===== config.mk =====
export PLATFORM = sky130hd
export DESIGN_NAME = rsh_sqrt_cell
export DESIGN_NICKNAME = d
export VERILOG_FILES = /design/src/rtl/rsh_pkg.sv /design/src/rtl/rsh_sqrt_cell.sv
export SDC_FILE = /design/constraint.sdc
export NUM_CORES = 1
export LEC_CHECK = 0
export BUFFER_PORTS_ARGS = -buffer_cell sky130_fd_sc_hd__buf_2
export CORE_MARGIN = 3
export CORE_UTILIZATION = 50
export DETAILED_ROUTE_END_ITERATION = 8
export GPL_TIMING_DRIVEN = 0
export PLACE_DENSITY = 0.78
export SKIP_CTS_REPAIR_TIMING = 1
export SLEW_MARGIN = 20
export SYNTH_ARGS = -nofsm -noshare
export SYNTH_HDL_FRONTEND = slang
export SYNTH_SLANG_ARGS = --single-unit

===== constraint.sdc =====
create_clock -name clk -period 5.5 [get_ports clk]
set_input_delay 0.55 -clock clk [delete_from_list [all_inputs] [get_ports clk]]
set_output_delay 0.55 -clock clk [all_outputs]
set_load 0.01 [all_outputs]

===== src/rtl/rsh_pkg.sv =====
// ---------------------------------------------------------------------------
// rsh_pkg: shared types and constants of the radial smoothstep height block
// widths, register indices and the stage records passed along the cell chains
// ---------------------------------------------------------------------------
package rsh_pkg;

  localparam int COORD_BITS_DEF = 32;
  localparam int CFG_W          = 32;
  localparam int CFG_IDX_W      = 2;
  localparam int RADIUS_W       = 31;
  localparam int PEAK_W         = 16;
  localparam int HEIGHT_W       = 24;
  localparam int FRAC_T         = 24;

  // root extraction works on a 64-bit radicand, two bits per cell
  localparam int SQRT_W         = 64;
  localparam int SQRT_STEPS     = 32;
  // one quotient bit per cell
  localparam int DIV_STEPS      = FRAC_T;

  localparam logic [CFG_IDX_W-1:0] REG_CENTER_X    = 2'd0;
  localparam logic [CFG_IDX_W-1:0] REG_CENTER_Z    = 2'd1;
  localparam logic [CFG_IDX_W-1:0] REG_RADIUS      = 2'd2;
  localparam logic [CFG_IDX_W-1:0] REG_PEAK_HEIGHT = 2'd3;

  localparam logic [RADIUS_W-1:0] RADIUS_RST = 31'd4194304;
  localparam logic [PEAK_W-1:0]   PEAK_RST   = 16'd100;

  typedef struct packed {
    logic              vld;
    logic              far;
    logic [SQRT_W-1:0] rem;
    logic [SQRT_W-1:0] root;
  } sqrt_stage_t;

  typedef struct packed {
    logic                 vld;
    logic                 far;
    logic [RADIUS_W-1:0]  rem;
    logic [DIV_STEPS-1:0] quo;
  } div_stage_t;

endpackage


===== src/rtl/rsh_sqrt_cell.sv =====
// ---------------------------------------------------------------------------
// rsh_sqrt_cell: one step of the integer square root chain
// trial subtract at a fixed bit position, registered hand-off to the next cell
// ---------------------------------------------------------------------------
module rsh_sqrt_cell #(
  parameter int BIT_POS = 62
) (
  input  logic                 clk,
  input  logic                 rst_n,
  input  logic                 en,
  input  rsh_pkg::sqrt_stage_t prev,
  output rsh_pkg::sqrt_stage_t next
);

  localparam logic [rsh_pkg::SQRT_W-1:0] BIT_VAL = rsh_pkg::SQRT_W'(1) << BIT_POS;

  logic                        vld_r;
  logic                        far_r;
  logic [rsh_pkg::SQRT_W-1:0]  rem_r;
  logic [rsh_pkg::SQRT_W-1:0]  root_r;
  logic [rsh_pkg::SQRT_W-1:0]  trial;
  logic                        fits;

  assign trial = prev.root + BIT_VAL;
  assign fits  = prev.rem >= trial;

  always_ff @(posedge clk) begin
    if (!rst_n) begin
      vld_r <= 1'b0;
    end else if (en) begin
      vld_r <= prev.vld;
    end
  end

  always_ff @(posedge clk) begin
    if (en) begin
      far_r  <= prev.far;
      rem_r  <= fits ? (prev.rem - trial) : prev.rem;
      root_r <= fits ? ((prev.root >> 1) + BIT_VAL) : (prev.root >> 1);
    end
  end

  assign next = '{vld: vld_r, far: far_r, rem: rem_r, root: root_r};

endmodule


==> flow_metrics.tcl <==
set metrics [dict create \
    crit_type "in -> reg" \
    met2_wirelength_um 11600 \
    rsz0062_at_grt "false" \
    multi_input_area_sq_um 4420 \
    antenna_found_initial 1 \
    syn_area_per_cell_sq_um 9.59 \
    start_util 0.520 \
    wl_per_cell_um 17.1 \
    min_period_over_period 0.634 \
    worst_r2r_endpoint "vld_r$_SDFFE_PN0P_" \
    hp-class "in -> reg" \
    crit_path_start "prev[64]" \
    placedInstanceArea_sq_um 10400 \
    r2r_cells 2 \
    grt-ovfl-total 0 \
    io_pins 263 \
    io_buffers 262 \
    status "complete, no violations" \
    top_layer "met5" \
    grt_start_max_net_pins 68 \
    yosysUniqueCellTypes 65 \
    die_h_um 139 \
    die_x_um 139 \
    vias 8031 \
    crit_path_cell_trace "buf_2, inv_1, ha_1, fa_1, nor2b_1, o21a_1, o211ai_2, a31o_2, nand2_2, a311oi_2, a31oi_4, nor2_4, buf_4, buf_4, nand2_1, o41ai_1" \
    synth_nets 1116 \
    areaGrowthSynthToFinish_pct 25.1 \
    max-slew-margin-rel 0.540 \
    stdcell_count 1433 \
    h-tree-depth 4 \
    n_antenna_cell 0 \
    cts.clk_slew.worst_paths_ps 60 \
    routed_wl_um 24400 \
    p_switching_mw 1.02 \
    grt.total_usage 0.253 \
    ys_seq_elements 130 \
    cts_tree "built" \
    clk_path_buf_depth 2 \
    crit_arrival_ps 3660 \
    drive_above_1_share 0.271 \
    first_global_vias 7792 \
    hp-start "prev[128]" \
    max_stage_delay_ps 520 \
    via_per_inst 5.60 \
    dieArea_sq_um 19200 \
    intPower_mw 2.31 \
    cts_sinks 130 \
    ant_nets 0 \
    whs_endpoint "far_r$_DFFE_PP_" \
    path_max_fanout 10 \
    cpMostUsedCell "buf_4" \
    setup_viol 0 \
    drc_errors 0 \
    mostFrequentLayoutCell "buf_2" \
    dpl.hpwl_um 18800 \
    drv_slew 0 \
    ys_seq_area_frac 0.442 \
    power.leakage_nw 5.05 \
    share_comb_of_total_power 0.272 \
    finalSetupTns_ps 0 \
    worst_slew_pin_slew_ps 690 \
    synth-edff-count 129 \
    ys_async_sr_fraction 0 \
    skew_ps 0 \
    reg2reg_slack_ps 4890 \
    ir_drop_mv 0.211 \
    rr_startpoint "vld_r$_SDFFE_PN0P_" \
    dr.pass1.iters 5 \
    start_kind "primary input" \
    nFillCells 1396 \
    first_iter_violations 649 \
    dp_cells 1401 \
    cts_inserted_buffers 17 \
    cp_slowest_cell "a311oi_2" \
    cp-end-kind "flop" \
    routedLengthMet1_um 10500 \
    pwr-share-clk 0.348 \
    mostFrequentLayoutCells "buf_2, edfxtp_1, nand2_1, o21ai_0, a21oi_1" \
    cellPowerDensity_nw_per_um2 302 \
    dr_wl_met3_um 1950 \
    fin_area_sq_um 11000 \
    gp_congestion 0.909 \
    required_ps 5670 \
    yosys_warnings 0 \
    syn_area_sq_um 8810 \
    synthCells 918 \
    num-nets-final 1398 \
    core_sq_um 16900 \
    register_area_sq_um 3890 \
    whs_path_depth 1 \
    hold_violations 0 \
    max_freq_mhz 287 \
    switching_share 0.306 \
    grt_pass1_wl_um 39700 \
    seqPwrFrac 0.380 \
    clock_latency_ps 420 \
    cts-root-buf "clkbuf_16" \
    min_period_ps 3490 \
    cap_violations 0 \
    synth_ff_type "edfxtp_1" \
    rows 47 \
]
metal layers:
metal  GRT usage  vias to the layer above
met3      0.0555                       45
met4      0.0695                        2
met2       0.419                      376
li1            -                     3931
met1       0.337                     3677
met5           0                        -
critical path: cells and delay by family:
kind / cells / cell delay [ps]
AO/OA/AOI/OAI: 6 / 1410
buffers and inverters: 4 / 690
AND/OR/NAND/NOR: 4 / 510
adder cells (fa/ha/maj): 2 / 480
registers in the layout, summed over array words and instances (netlist names):
register / flops
rem_r: 64
vld_r: 1
far_r: 1
root_r: 64
cell usage after synthesis (all sizes together), types with 2 or more instances:
cell type	number	area, sq um
ha	64	801
xnor2	33	289
nor4bb	3	30.0
a211oi	4	30.0
nand4	24	150
a21o	45	338
clkbuf	20	75.1
and3	3	18.8
o21a	9	67.6
a31oi	8	71.3
o21bai	21	158
a21boi	5	41.3
a31o	2	17.5
nor2	38	150
nor3b	2	15.0
nor3	15	75.1
o211ai	7	57.6
o31a	2	17.5
o21ai	93	465
o2111ai	2	17.5
and2	2	12.5
or3	3	18.8
buf	19	114
mux2i	2	20.0
o31ai	3	22.5
nand3	9	45.0
mux2	5	56.3
inv	80	300
or2	3	18.8
nand2	107	404
edfxtp	129	3870
o221ai	3	26.3
nor2b	9	56.3
and4	4	35.0
or4	2	15.0
a21oi	86	430
a211o	3	26.3
nor4	4	31.3
xor2	25	219
o41ai	2	17.5
nand3b	2	15.0
nand2b	4	25.0
power by group through the flow:
| stage | clock (mW) | combinational [mW] | sequential [mW] |
|---|---|---|---|
| after CTS | 1.17 | 0.902 | 1.26 |
| after detailed placement | 0 | 0.893 | 1.28 |
| after global placement | 0 | 0.878 | 1.28 |
| after global routing | 1.22 | 1.00 | 1.27 |
| after floorplan | 0 | 0.498 | 1.35 |
| final | 1.15 | 0.904 | 1.26 |
kinds of logic (layout without fill, tap and decap cells):
logic type,Yosys count,in the layout,share of synthesized area
compound gates,303,303,0.214
xor+xnor,58,58,0.0577
fa+ha+maj,65,65,0.0932
buf+inv,119,414,0.0555
flops,130,130,0.442
mux,7,7,0.00867
simple gates,236,236,0.129
cell type report:
| class | instances | share of cell area |
|---|---|---|
| Clock inverter | 15 | 0.0149 |
| Inverter | 80 | 0.0273 |
| Sequential cell | 130 | 0.353 |
| Buffer | 39 | 0.0171 |
| Multi-Input combinational cell | 669 | 0.402 |
| Tap cell | 220 | 0.0250 |
| Timing Repair Buffer | 263 | 0.122 |
| Clock buffer | 17 | 0.0386 |
through the flow:
step / setup slack, ps / hold WS, ps / power [mW] / util
finish: 2010 / 306 / 3.32 / 0.650
global route: 1780 / 294 / 3.50 / 0.650
CTS: 2030 / 300 / 3.33 / 0.650
detailed placement: 1640 / 540 / 2.18 / 0.616
global placement: 1650 / 501 / 2.16 / 0.614
floorplan: 2370 / 484 / 1.85 / -
worst max path at each step:
stage	endpoint	slack, ps	cells past startpoint
after floorplan	rem_r[62]$_DFFE_PP_	2370	14
after global placement	rem_r[38]$_DFFE_PP_	1650	15
after detailed placement	rem_r[38]$_DFFE_PP_	1640	15
after CTS	rem_r[38]$_DFFE_PP_	2030	16
after global routing	rem_r[38]$_DFFE_PP_	1780	16
final	rem_r[38]$_DFFE_PP_	2010	16
Power figures use the tool's default switching activity.
