$ cat config.mk
export PLATFORM = sky130hd
export DESIGN_NAME = rsh_div_cell
export DESIGN_NICKNAME = d
export VERILOG_FILES = /design/src/rtl/rsh_pkg.sv /design/src/rtl/rsh_div_cell.sv
export SDC_FILE = /design/constraint.sdc
export NUM_CORES = 1
export LEC_CHECK = 0
export ABC_AREA = 1
export ABC_CLOCK_PERIOD_IN_PS = 2500
export BUFFER_PORTS_ARGS = -buffer_cell sky130_fd_sc_hd__buf_4
export CORE_UTILIZATION = 53
export CTS_BUF_LIST = sky130_fd_sc_hd__clkbuf_4
export DETAILED_ROUTE_END_ITERATION = 8
export PLACE_DENSITY_LB_ADDON = 0.08
export SLEW_MARGIN = 20
export SYNTH_ARGS = -nofsm -noshare
export SYNTH_HDL_FRONTEND = slang
export SYNTH_SLANG_ARGS = --single-unit
$ cat constraint.sdc
create_clock -name clk -period 2.5 [get_ports clk]
set_input_delay 0.5 -clock clk [delete_from_list [all_inputs] [get_ports clk]]
set_output_delay 0.5 -clock clk [all_outputs]
set_load 0.02 [all_outputs]
$ cat src/rtl/rsh_pkg.sv
// ---------------------------------------------------------------------------
// rsh_pkg: shared types and constants of the radial smoothstep height block
// widths, register indices and the stage records passed along the cell chains
// ---------------------------------------------------------------------------
package rsh_pkg;

  localparam int COORD_BITS_DEF = 32;
  localparam int CFG_W          = 32;
  localparam int CFG_IDX_W      = 2;
  localparam int RADIUS_W       = 31;
  localparam int PEAK_W         = 16;
  localparam int HEIGHT_W       = 24;
  localparam int FRAC_T         = 24;

  // root extraction works on a 64-bit radicand, two bits per cell
  localparam int SQRT_W         = 64;
  localparam int SQRT_STEPS     = 32;
  // one quotient bit per cell
  localparam int DIV_STEPS      = FRAC_T;

  localparam logic [CFG_IDX_W-1:0] REG_CENTER_X    = 2'd0;
  localparam logic [CFG_IDX_W-1:0] REG_CENTER_Z    = 2'd1;
  localparam logic [CFG_IDX_W-1:0] REG_RADIUS      = 2'd2;
  localparam logic [CFG_IDX_W-1:0] REG_PEAK_HEIGHT = 2'd3;

  localparam logic [RADIUS_W-1:0] RADIUS_RST = 31'd4194304;
  localparam logic [PEAK_W-1:0]   PEAK_RST   = 16'd100;

  typedef struct packed {
    logic              vld;
    logic              far;
    logic [SQRT_W-1:0] rem;
    logic [SQRT_W-1:0] root;
  } sqrt_stage_t;

  typedef struct packed {
    logic                 vld;
    logic                 far;
    logic [RADIUS_W-1:0]  rem;
    logic [DIV_STEPS-1:0] quo;
  } div_stage_t;

endpackage

$ cat src/rtl/rsh_div_cell.sv
// ---------------------------------------------------------------------------
// rsh_div_cell: one restoring division step
// shifts the partial remainder, subtracts the radius when it fits
// ---------------------------------------------------------------------------
module rsh_div_cell (
  input  logic                          clk,
  input  logic                          rst_n,
  input  logic                          en,
  input  logic [rsh_pkg::RADIUS_W-1:0]  radius,
  input  rsh_pkg::div_stage_t           prev,
  output rsh_pkg::div_stage_t           next
);

  logic                           vld_r;
  logic                           far_r;
  logic [rsh_pkg::RADIUS_W-1:0]   rem_r;
  logic [rsh_pkg::DIV_STEPS-1:0]  quo_r;
  logic [rsh_pkg::RADIUS_W:0]     rem2;
  logic [rsh_pkg::RADIUS_W:0]     diff;
  logic                           fits;

  assign rem2 = {prev.rem, 1'b0};
  assign diff = rem2 - {1'b0, radius};
  assign fits = rem2 >= {1'b0, radius};

  always_ff @(posedge clk) begin
    if (!rst_n) begin
      vld_r <= 1'b0;
    end else if (en) begin
      vld_r <= prev.vld;
    end
  end

  always_ff @(posedge clk) begin
    if (en) begin
      far_r <= prev.far;
      rem_r <= fits ? diff[rsh_pkg::RADIUS_W-1:0] : rem2[rsh_pkg::RADIUS_W-1:0];
      quo_r <= {prev.quo[rsh_pkg::DIV_STEPS-2:0], fits};
    end
  end

  assign next = '{vld: vld_r, far: far_r, rem: rem_r, quo: quo_r};

endmodule

==> flow_summary.json, run 1 <==
{
  "period_share_pct": 82.4,
  "via_per_inst": 5.04,
  "crit_chain": "buf_4 > inv_1 > fa_1 > nand3_1 > nand3_1 > nand2_1 > nand2_2 > nand2_1 > nand3_1 > nand2_1 > nand2_2 > buf_4 > nand3_1 > nand2_1",
  "final_cell_mix": "295 x nand2_1, 155 x buf_4, 148 x inv_1",
  "syn_inst": 687,
  "p_sw_mw": 1.12,
  "firstDrtPassIters": 5,
  "r2r_cells": 2,
  "n_fill_cell": 724,
  "cp_data_arrival_time_ns": 2.21,
  "layout_commonest_cell": "nand2_1",
  "yosysUniqueCellTypes": 26,
  "grt_pass1_wl_um": 21400,
  "maxUsedRoutingLayer": "met4",
  "clk_pin_slew_ns": 0.11,
  "cts_sinks": 57,
  "power.clock.fraction_pct": 22.5,
  "ios": 148,
  "port-buffer-count": 146,
  "cts.repair.resized": 0,
  "p_per_area_nw_per_um2": 515,
  "rows": 33,
  "dp.cells": 940,
  "worst_ep_required_time_ns": 2.65,
  "n_antenna_cell": 0,
  "async_flop_share_pct": 0,
  "cp-start-kind": "input port",
  "start_util_pct": 55.6,
  "p_leak_nw": 3.48,
  "finalNetCount": 969,
  "grt_max_degree": 59,
  "tightest_slew_ns": 0.747,
  "clock_latency_ns": 0.40,
  "final_max_slew_viol_count": 0,
  "p_comb_share_pct": 37.9,
  "path_class": "in2reg",
  "drt-wirelength-per-cell_um": 14.2,
  "wl_met1_um": 5630,
  "coreArea_um2": 8340,
  "rsz0062_at_grt": "no",
  "max-vdd-ir-drop_uv": 340,
  "yosys_warnings": 0,
  "holdPathStages": 1,
  "cts_root_buffer": "clkbuf_4",
  "drive_gt1_share_pct": 21.5,
  "track_usage_pct": 31.3,
  "critPathMaxFanout": 20,
  "grt_overflow": 0,
  "hold_viol_final": 0,
  "crit_buf_inv": 3,
  "clock.fmax_mhz": 485,
  "drt_iter0_drc": 288,
  "dieArea_um2": 9120,
  "cp.depth": 14,
  "fin_setup_tns_ns": 0,
  "power_frac_seq_pct": 39.6,
  "seq_area_frac_synth_pct": 36.7,
  "outcome": "complete, no violations",
  "cts_buffer_depth": 2,
  "synth_edf_count": 56,
  "setup_viol": 0,
  "worst_path_max_delay_cell": "fa_1",
  "post-cts-setup-buffer-count": 0,
  "place.gp.congestion": 0.921,
  "syn2layout_area_growth_pct": 29.7,
  "htreeDepth": 3,
  "cts_made_buffers": 9,
  "hpwlAfterDp_um": 10900,
  "stdcell_count": 956,
  "die_w_um": 95.5,
  "wirelength_um": 13600,
  "vias": 4816,
  "synth_area_per_cell_um2": 6.74,
  "hp-class": "in2reg",
  "postRouteAntennaNets": 0,
  "antenna_found_initial": 0,
  "path_delay_family": "simple AND/OR/NAND/NOR gates",
  "wl_met3_um": 1150,
  "period_minus_slack_ns": 2.06,
  "whs_ns": 0.270,
  "slew_headroom_pct": 50.2,
  "maxCapViolCount": 0,
  "die_y_um": 95.5,
  "syn_nets": 810,
  "skew_ns": 0,
  "slowest_delay_ns": 0.43,
  "power.internal_mw": 1.97,
  "ctsHoldBuffers": 0,
  "synth.cell_area_um2": 4630,
  "critPathCaptureType": "register",
  "drc": 0,
  "synthFlopType": "edfxtp_1",
  "swShare_pct": 36.3,
  "grt_pass1_vias": 4710,
  "ys_seq_elements": 57,
  "wl_met2_um": 6470,
  "cts_tree": "done"
}
[registers in the layout (all words and copies together) (netlist names)]
register  cells
vld_r         1
quo_r        24
far_r         1
rem_r        31
[power groups by stage]
stage	Clock, mW	Combinational (mW)	Sequential [mW]
after floorplan	0	0.548	1.39
after global placement	0	1.12	1.24
after detailed placement	0	1.16	1.25
after CTS	0.705	1.17	1.23
after global routing	0.753	1.29	1.24
final	0.696	1.17	1.23
[through the flow]
step / setup WS (ns) / utilization, % / area [um2] / power (mW)
CTS: 0.494 / 72.1 / 6010 / 3.10
detailed placement: 0.0674 / 70.5 / 5880 / 2.41
global route: 0.333 / 72.1 / 6010 / 3.28
global placement: 0.0991 / 70.5 / 5880 / 2.36
floorplan: 0.280 / - / 4630 / 1.94
finish: 0.440 / 72.1 / 6010 / 3.09
[Yosys cell counts (2+ instances only)]
cell / instances / area share [%]
xor2_1: 15 / 2.8
a21oi_1: 16 / 1.7
and2_1: 5 / 0.68
or2_2: 2 / 0.27
ha_1: 31 / 8.4
buf_6: 3 / 0.73
buf_4: 5 / 0.81
nand2_1: 295 / 24
nand3_1: 42 / 4.5
nand4_1: 6 / 0.81
nor2_1: 40 / 3.2
o21bai_1: 3 / 0.49
nor2_2: 3 / 0.41
edfxtp_1: 56 / 36
nand3b_1: 3 / 0.49
nand2_2: 4 / 0.54
inv_1: 148 / 12
nor3_1: 2 / 0.22
[area by class of cell]
type,count,area [um2],area share [%]
multi-input combinational,472,2300,38.2
sequential,57,1700,28.3
timing repair buffer,156,1180,19.7
inverter,150,563,9.37
tap,105,131,2.19
clock buffer,10,75.1,1.25
clock inverter,6,58.8,0.978
[routing by layer]
layer  GRT usage [%]  vias to the layer above
li1                -                     2415
met1            38.1                     2135
met2            54.8                      234
met3            6.54                       32
met4            10.2                        0
met5               0                        -
[final timing paths]
kind | from | to | slack, ns
worst max register to register | vld_r | vld_r | 1.84
worst min-delay path | prev[2] | quo_r[3] | 0.27
worst min register to register | vld_r | vld_r | 0.55
worst max-delay path | radius[0] | rem_r[29] | 0.44
[cells by family (layout without fill, tap and decap cells)]
| logic type | count (synthesis) | count (layout) | synth area share (%) |
|---|---|---|---|
| AO/OA/AOI/OAI | 22 | 22 | 2.62 |
| XOR/XNOR | 15 | 15 | 2.84 |
| adder cells (fa/ha/maj) | 32 | 32 | 8.80 |
| buffers and inverters | 158 | 322 | 13.7 |
| flip-flops | 57 | 57 | 36.7 |
| AND/OR/NAND/NOR | 403 | 403 | 35.3 |
Note: power is estimated with default switching activity, not from simulation.
==> inputs of run 2 (changes only) <==
--- a/config.mk
+++ b/config.mk
@@ -6,9 +6,9 @@
 export NUM_CORES = 1
 export LEC_CHECK = 0
 export ABC_AREA = 1
-export ABC_CLOCK_PERIOD_IN_PS = 2500
+export ABC_CLOCK_PERIOD_IN_PS = 1800
 export BUFFER_PORTS_ARGS = -buffer_cell sky130_fd_sc_hd__buf_4
-export CORE_UTILIZATION = 53
+export CORE_UTILIZATION = 48
 export CTS_BUF_LIST = sky130_fd_sc_hd__clkbuf_4
 export DETAILED_ROUTE_END_ITERATION = 8
 export PLACE_DENSITY_LB_ADDON = 0.08
==> constraint.sdc (replaced) <==
create_clock -name clk -period 1.8 [get_ports clk]
set_input_delay 0.36 -clock clk [delete_from_list [all_inputs] [get_ports clk]]
set_output_delay 0.36 -clock clk [all_outputs]
set_load 0.02 [all_outputs]
==> run 2 against run 1 <==
  * Critical path depth did not move
  * Global-route usage down 2.0 points
  * Cell count up 12%
  * Highest routed layer unchanged
  * Via count up 6.8%
  * Combinational power is 79% higher
  * Sequential power is 38% higher
==> flow_summary.json, run 2 (synthesis gave the netlist of run 1 again) <==
{
  "hpwlAfterDp_um": 11800,
  "r2r_cells": 2,
  "critPathMaxFanout": 10,
  "drt_iter0_drc": 301,
  "finalNetCount": 1061,
  "layout_commonest_cell": "nand2_1",
  "cts_sinks": 57,
  "antenna_found_initial": 0,
  "hp-start": "prev[55]",
  "ios": 148,
  "cts_buffer_depth": 2,
  "port-buffer-count": 146,
  "grt_overflow": 0,
  "wirelength_um": 15100,
  "period_minus_slack_ns": 1.76,
  "drive_gt1_share_pct": 36.9,
  "final_cell_mix": "279 x nand2_1, 241 x buf_4, 145 x inv_1",
  "largest_register_ffs": 31,
  "cp-start-kind": "input port",
  "worst_ep_required_time_ns": 1.97,
  "regMostFlops": "rem_r",
  "grt_pass1_wl_um": 23000,
  "power.internal_mw": 3.07,
  "critPathCaptureType": "register",
  "p_sw_mw": 1.71,
  "p_comb_share_pct": 44.0,
  "track_usage_pct": 29.3,
  "p_total_mw": 4.78,
  "start_util_pct": 49.9,
  "skew_ns": 0,
  "htreeDepth": 3,
  "p_per_area_nw_per_um2": 659,
  "die_w_um": 100,
  "place.gp.congestion": 0.881,
  "cp_data_arrival_time_ns": 1.93,
  "rsz0062_at_grt": "yes",
  "clk_pin_slew_ns": 0.12,
  "rows": 35,
  "r2r-end": "vld_r",
  "cts_root_buffer": "clkbuf_4",
  "tightest_slew_ns": 0.396,
  "period_share_pct": 98.0,
  "holdPathStages": 1,
  "fin_ws_ns": 0.0353,
  "p_leak_nw": 3.99,
  "dp.cells": 1052,
  "via_per_inst": 4.80,
  "syn2layout_area_growth_pct": 56.5,
  "dp_slack_ns": -0.446,
  "path_class": "in2reg",
  "swShare_pct": 35.8,
  "stdcell_count": 1072,
  "drt-wirelength-per-cell_um": 14.1,
  "clock_latency_ns": 0.40,
  "reg.largest.list": "rem_r x31, quo_r x24",
  "hold_end": "far_r",
  "n_fill_cell": 690,
  "drc": 0,
  "power_frac_seq_pct": 35.6,
  "setup_viol": 0,
  "rrSetupSlack_ns": 1.15,
  "reg2reg_from": "vld_r",
  "clock.fmax_mhz": 567,
  "maxCapViolCount": 0,
  "n_antenna_cell": 0,
  "die_y_um": 100,
  "firstDrtPassIters": 5,
  "outcome": "complete, no violations",
  "grt_pass1_vias": 5022,
  "grt_max_degree": 27,
  "cts_made_buffers": 9,
  "vias": 5143,
  "slew_headroom_pct": 73.6,
  "power.clock.fraction_pct": 20.5,
  "coreArea_um2": 9280,
  "final_max_slew_viol_count": 0,
  "fin_setup_tns_ns": 0,
  "cts_tree": "done",
  "hold_viol_final": 0,
  "dieArea_um2": 10000,
  "max-vdd-ir-drop_uv": 359,
  "hp-class": "in2reg",
  "postRouteAntennaNets": 0
}
-- run 2: cell count changes in the layout (fill, tap and decap cells not counted), moves of 3 or more --
| cell | previous run | this run |
|---|---|---|
| nor2_1 | 40 | 29 |
| nand2_2 | 4 | 17 |
| ha_4 | 0 | 22 |
| a21oi_1 | 16 | 9 |
| inv_1 | 148 | 145 |
| nand3_1 | 42 | 34 |
| nor2_2 | 3 | 12 |
| nand3_2 | 0 | 8 |
| nand2_4 | 0 | 3 |
| a21oi_2 | 1 | 8 |
| nand2_1 | 295 | 279 |
| ha_1 | 31 | 7 |
| buf_4 | 155 | 241 |
-- run 2: cell type report --
| cell class | instances | area (um2) | share of cell area, % |
|---|---|---|---|
| multi-input cells | 472 | 2760 | 38.0 |
| repair buffers | 248 | 1930 | 26.6 |
| flip-flops and latches | 57 | 1700 | 23.5 |
| inverters | 150 | 566 | 7.80 |
| clock buffers | 10 | 75.1 | 1.04 |
| clock inverters | 6 | 58.8 | 0.811 |
| well taps | 129 | 161 | 2.23 |
-- run 2: what timing repair did --
action                     in CTS  in global routing
buffers inserted                0                  3
gates resized for setup         2                 75
cloned                          0                  1
pin swaps                       0                 14
hold buffers                    0                  0
setup endpoints to repair       2                 31
-- run 2: metal layers --
metal	share of wire, %	vias to the layer above	GRT usage (%)	wire, um
met5	0	-	0	0
met4	2.5	0	10.5	381
met3	7.2	32	5.22	1090
met2	48	222	50.2	7280
met1	42	2290	37.0	6320
li1	-	2599	-	-
-- run 2: power by group through the flow --
stage / clock, mW / sequential (mW) / combinational (mW)
after floorplan: 0 / 1.93 / 0.783
after global placement: 0 / 1.73 / 1.86
after detailed placement: 0 / 1.73 / 1.90
after CTS: 0.989 / 1.70 / 1.91
after global routing: 1.04 / 1.72 / 2.29
final: 0.978 / 1.70 / 2.10
-- run 2: worst max-delay path by stage --
| stage | start | to | cells past startpoint |
|---|---|---|---|
| global route | radius[10] | rem_r[29] | 15 |
| global placement | radius[27] | rem_r[13] | 12 |
| floorplan | radius[0] | rem_r[0] | 13 |
| CTS | radius[19] | rem_r[13] | 14 |
| finish | radius[1] | rem_r[20] | 14 |
| detailed placement | radius[12] | rem_r[29] | 14 |
-- run 2: worst max-delay path, cell delays in order --
cell,delay [ns]
buf_4,0.08
inv_1,0.08
fa_2,0.40
nand3_2,0.10
nand3_2,0.08
nand2_1,0.08
nand2_2,0.06
nand2_1,0.09
nand3_2,0.08
nand2_2,0.08
nand2_4,0.10
buf_12,0.16
nand3_1,0.11
nand2_1,0.08
-- run 2: metrics by stage --
stage          utilization (%)  area, um2  hold slack [ns]
2_1_floorplan                -       4720            0.453
3_3_place_gp              71.8       6670            0.525
3_5_place_dp              71.8       6670            0.539
4_1_cts                   73.4       6810            0.112
5_1_grt                   78.1       7250           0.0947
6_report                  78.1       7250            0.121
==> inputs of run 3 (changes only) <==
--- a/config.mk
+++ b/config.mk
@@ -6,9 +6,9 @@
 export NUM_CORES = 1
 export LEC_CHECK = 0
 export ABC_AREA = 1
-export ABC_CLOCK_PERIOD_IN_PS = 1800
+export ABC_CLOCK_PERIOD_IN_PS = 2000
 export BUFFER_PORTS_ARGS = -buffer_cell sky130_fd_sc_hd__buf_4
-export CORE_UTILIZATION = 48
+export CORE_UTILIZATION = 53
 export CTS_BUF_LIST = sky130_fd_sc_hd__clkbuf_4
 export DETAILED_ROUTE_END_ITERATION = 8
 export PLACE_DENSITY_LB_ADDON = 0.08
==> constraint.sdc (replaced) <==
create_clock -name clk -period 2 [get_ports clk]
set_input_delay 0.4 -clock clk [delete_from_list [all_inputs] [get_ports clk]]
set_output_delay 0.4 -clock clk [all_outputs]
set_load 0.02 [all_outputs]
==> run 3 against run 2 <==
  * Sequential power is 10% lower
  * First-iteration DRC count is 13% lower
  * Sequential share of layout area is 2.6 points higher
==> flow_summary.json, run 3 (synthesis gave the netlist of run 1 again) <==
{
  "grt_pass1_vias": 5181,
  "clk_pin_slew_ns": 0.12,
  "p_total_mw": 4.14,
  "coreArea_um2": 8340,
  "cp_data_arrival_time_ns": 2.15,
  "swShare_pct": 36.9,
  "hp-class": "in2reg",
  "place.gp.congestion": 0.954,
  "track_usage_pct": 33.6,
  "cp-start-kind": "input port",
  "critPathCaptureType": "register",
  "reg.largest.list": "rem_r x31, quo_r x24",
  "power.clock.fraction_pct": 22.9,
  "layout_commonest_cell": "nand2_1",
  "max-vdd-ir-drop_uv": 425,
  "grt_max_degree": 30,
  "drive_gt1_share_pct": 27.4,
  "ios": 148,
  "firstDrtPassIters": 8,
  "die_y_um": 95.5,
  "p_per_area_nw_per_um2": 634,
  "n_fill_cell": 608,
  "cts_sinks": 57,
  "drc": 0,
  "p_comb_share_pct": 40.0,
  "dp_slack_ns": -0.289,
  "drt-wirelength-per-cell_um": 14.3,
  "port-buffer-count": 146,
  "cts_tree": "done",
  "setup_viol": 0,
  "wirelength_um": 14600,
  "period_minus_slack_ns": 1.94,
  "via_per_inst": 5.11,
  "post-cts-setup-buffer-count": 0,
  "skew_ns": 0,
  "worst_path_max_delay_cell": "ha_1",
  "cts_root_buffer": "clkbuf_4",
  "antenna_found_initial": 0,
  "slew_headroom_pct": 72.8,
  "syn2layout_area_growth_pct": 40.8,
  "regMostFlops": "rem_r",
  "ctsHoldBuffers": 0,
  "htreeDepth": 3,
  "cts_buffer_depth": 2,
  "drt_iter0_drc": 261,
  "largest_register_ffs": 31,
  "crit_chain": "buf_4 > ha_1 > nand2_1 > inv_1 > nand2_1 > nor3_1 > nand2_1 > nand2_1 > nand2_1 > nand2_1 > nand2_1 > nand3_1 > nand2_1",
  "critPathMaxFanout": 4,
  "cp_common_cell": "nand2_1",
  "period_share_pct": 97.2,
  "path_class": "in2reg",
  "grt_overflow": 0,
  "hpwlAfterDp_um": 11600,
  "worst_ep_required_time_ns": 2.20,
  "dieArea_um2": 9120,
  "final_cell_mix": "294 x nand2_1, 215 x buf_4, 148 x inv_1",
  "die_w_um": 95.5,
  "finalNetCount": 1031,
  "slowest_delay_ns": 0.39,
  "clock_latency_ns": 0.43,
  "rows": 33,
  "stdcell_count": 1018,
  "clock.fmax_mhz": 514,
  "dp.cells": 1002,
  "postRouteAntennaNets": 0,
  "power.internal_mw": 2.61,
  "p_leak_nw": 3.79,
  "hold_viol_final": 0,
  "outcome": "complete, no violations",
  "power_frac_seq_pct": 37.0,
  "n_antenna_cell": 0,
  "path_delay_family": "simple AND/OR/NAND/NOR gates",
  "fin_ws_ns": 0.0558,
  "tightest_slew_ns": 0.407,
  "maxCapViolCount": 0,
  "cts_made_buffers": 9,
  "vias": 5201,
  "whs_ns": 0.141,
  "start_util_pct": 55.6,
  "p_sw_mw": 1.53,
  "grt_pass1_wl_um": 23100,
  "fin_setup_tns_ns": 0,
  "crit_buf_inv": 2,
  "final_max_slew_viol_count": 0
}
## run 3: cell count changes in the layout (fill, tap and decap cells not counted), sizes merged
cell      before  now
buf          247  218
clkbuf        11    9
inv          149  151
clkinvlp       2    1
## run 3: layout make-up
class	count	area [um2]	share of cell area [%]
sequential	57	1700	26.1
tap	105	131	2.01
inverter	150	563	8.63
clock buffer	9	67.6	1.04
clock inverter	7	77.6	1.19
timing repair buffer	218	1670	25.7
multi-input combinational	472	2310	35.4
## run 3: repair_timing
item	in CTS	in global routing
endpoints found under the hold margin	0	0
gates resized for setup	0	3
setup endpoints to repair	0	9
## run 3: power by group through the flow
stage	registers [mW]	clock network, mW	logic, mW
after global placement	1.55	0	1.56
final	1.53	0.948	1.66
after global routing	1.55	0.990	1.81
after CTS	1.53	0.940	1.63
after detailed placement	1.56	0	1.62
after floorplan	1.74	0	0.686
## run 3: final timing paths
path	start	end	slack, ns	depth (start not counted)
worst min-delay path	prev[12]	quo_r[13]	0.14	1
worst max register to register	vld_r	vld_r	1.33	2
worst min register to register	vld_r	vld_r	0.59	2
worst max-delay path	prev[35]	rem_r[29]	0.06	13
## run 3: per-layer routing
metal / vias to the layer above / share of wire (%) / wire, um / track usage [%]
met5: - / 0 / 0 / 0
met1: 2326 / 40 / 5800 / 38.4
met4: 0 / 4.6 / 670 / 15.7
li1: 2531 / - / - / -
met3: 69 / 9.8 / 1430 / 8.53
met2: 275 / 46 / 6700 / 58.5
## run 3: per-stage QoR
stage / instance area [um2] / util, %
2_1_floorplan: 4640 / -
3_3_place_gp: 6370 / 76.4
5_1_grt: 6520 / 78.2
6_report: 6520 / 78.2
3_5_place_dp: 6370 / 76.4
4_1_cts: 6520 / 78.1
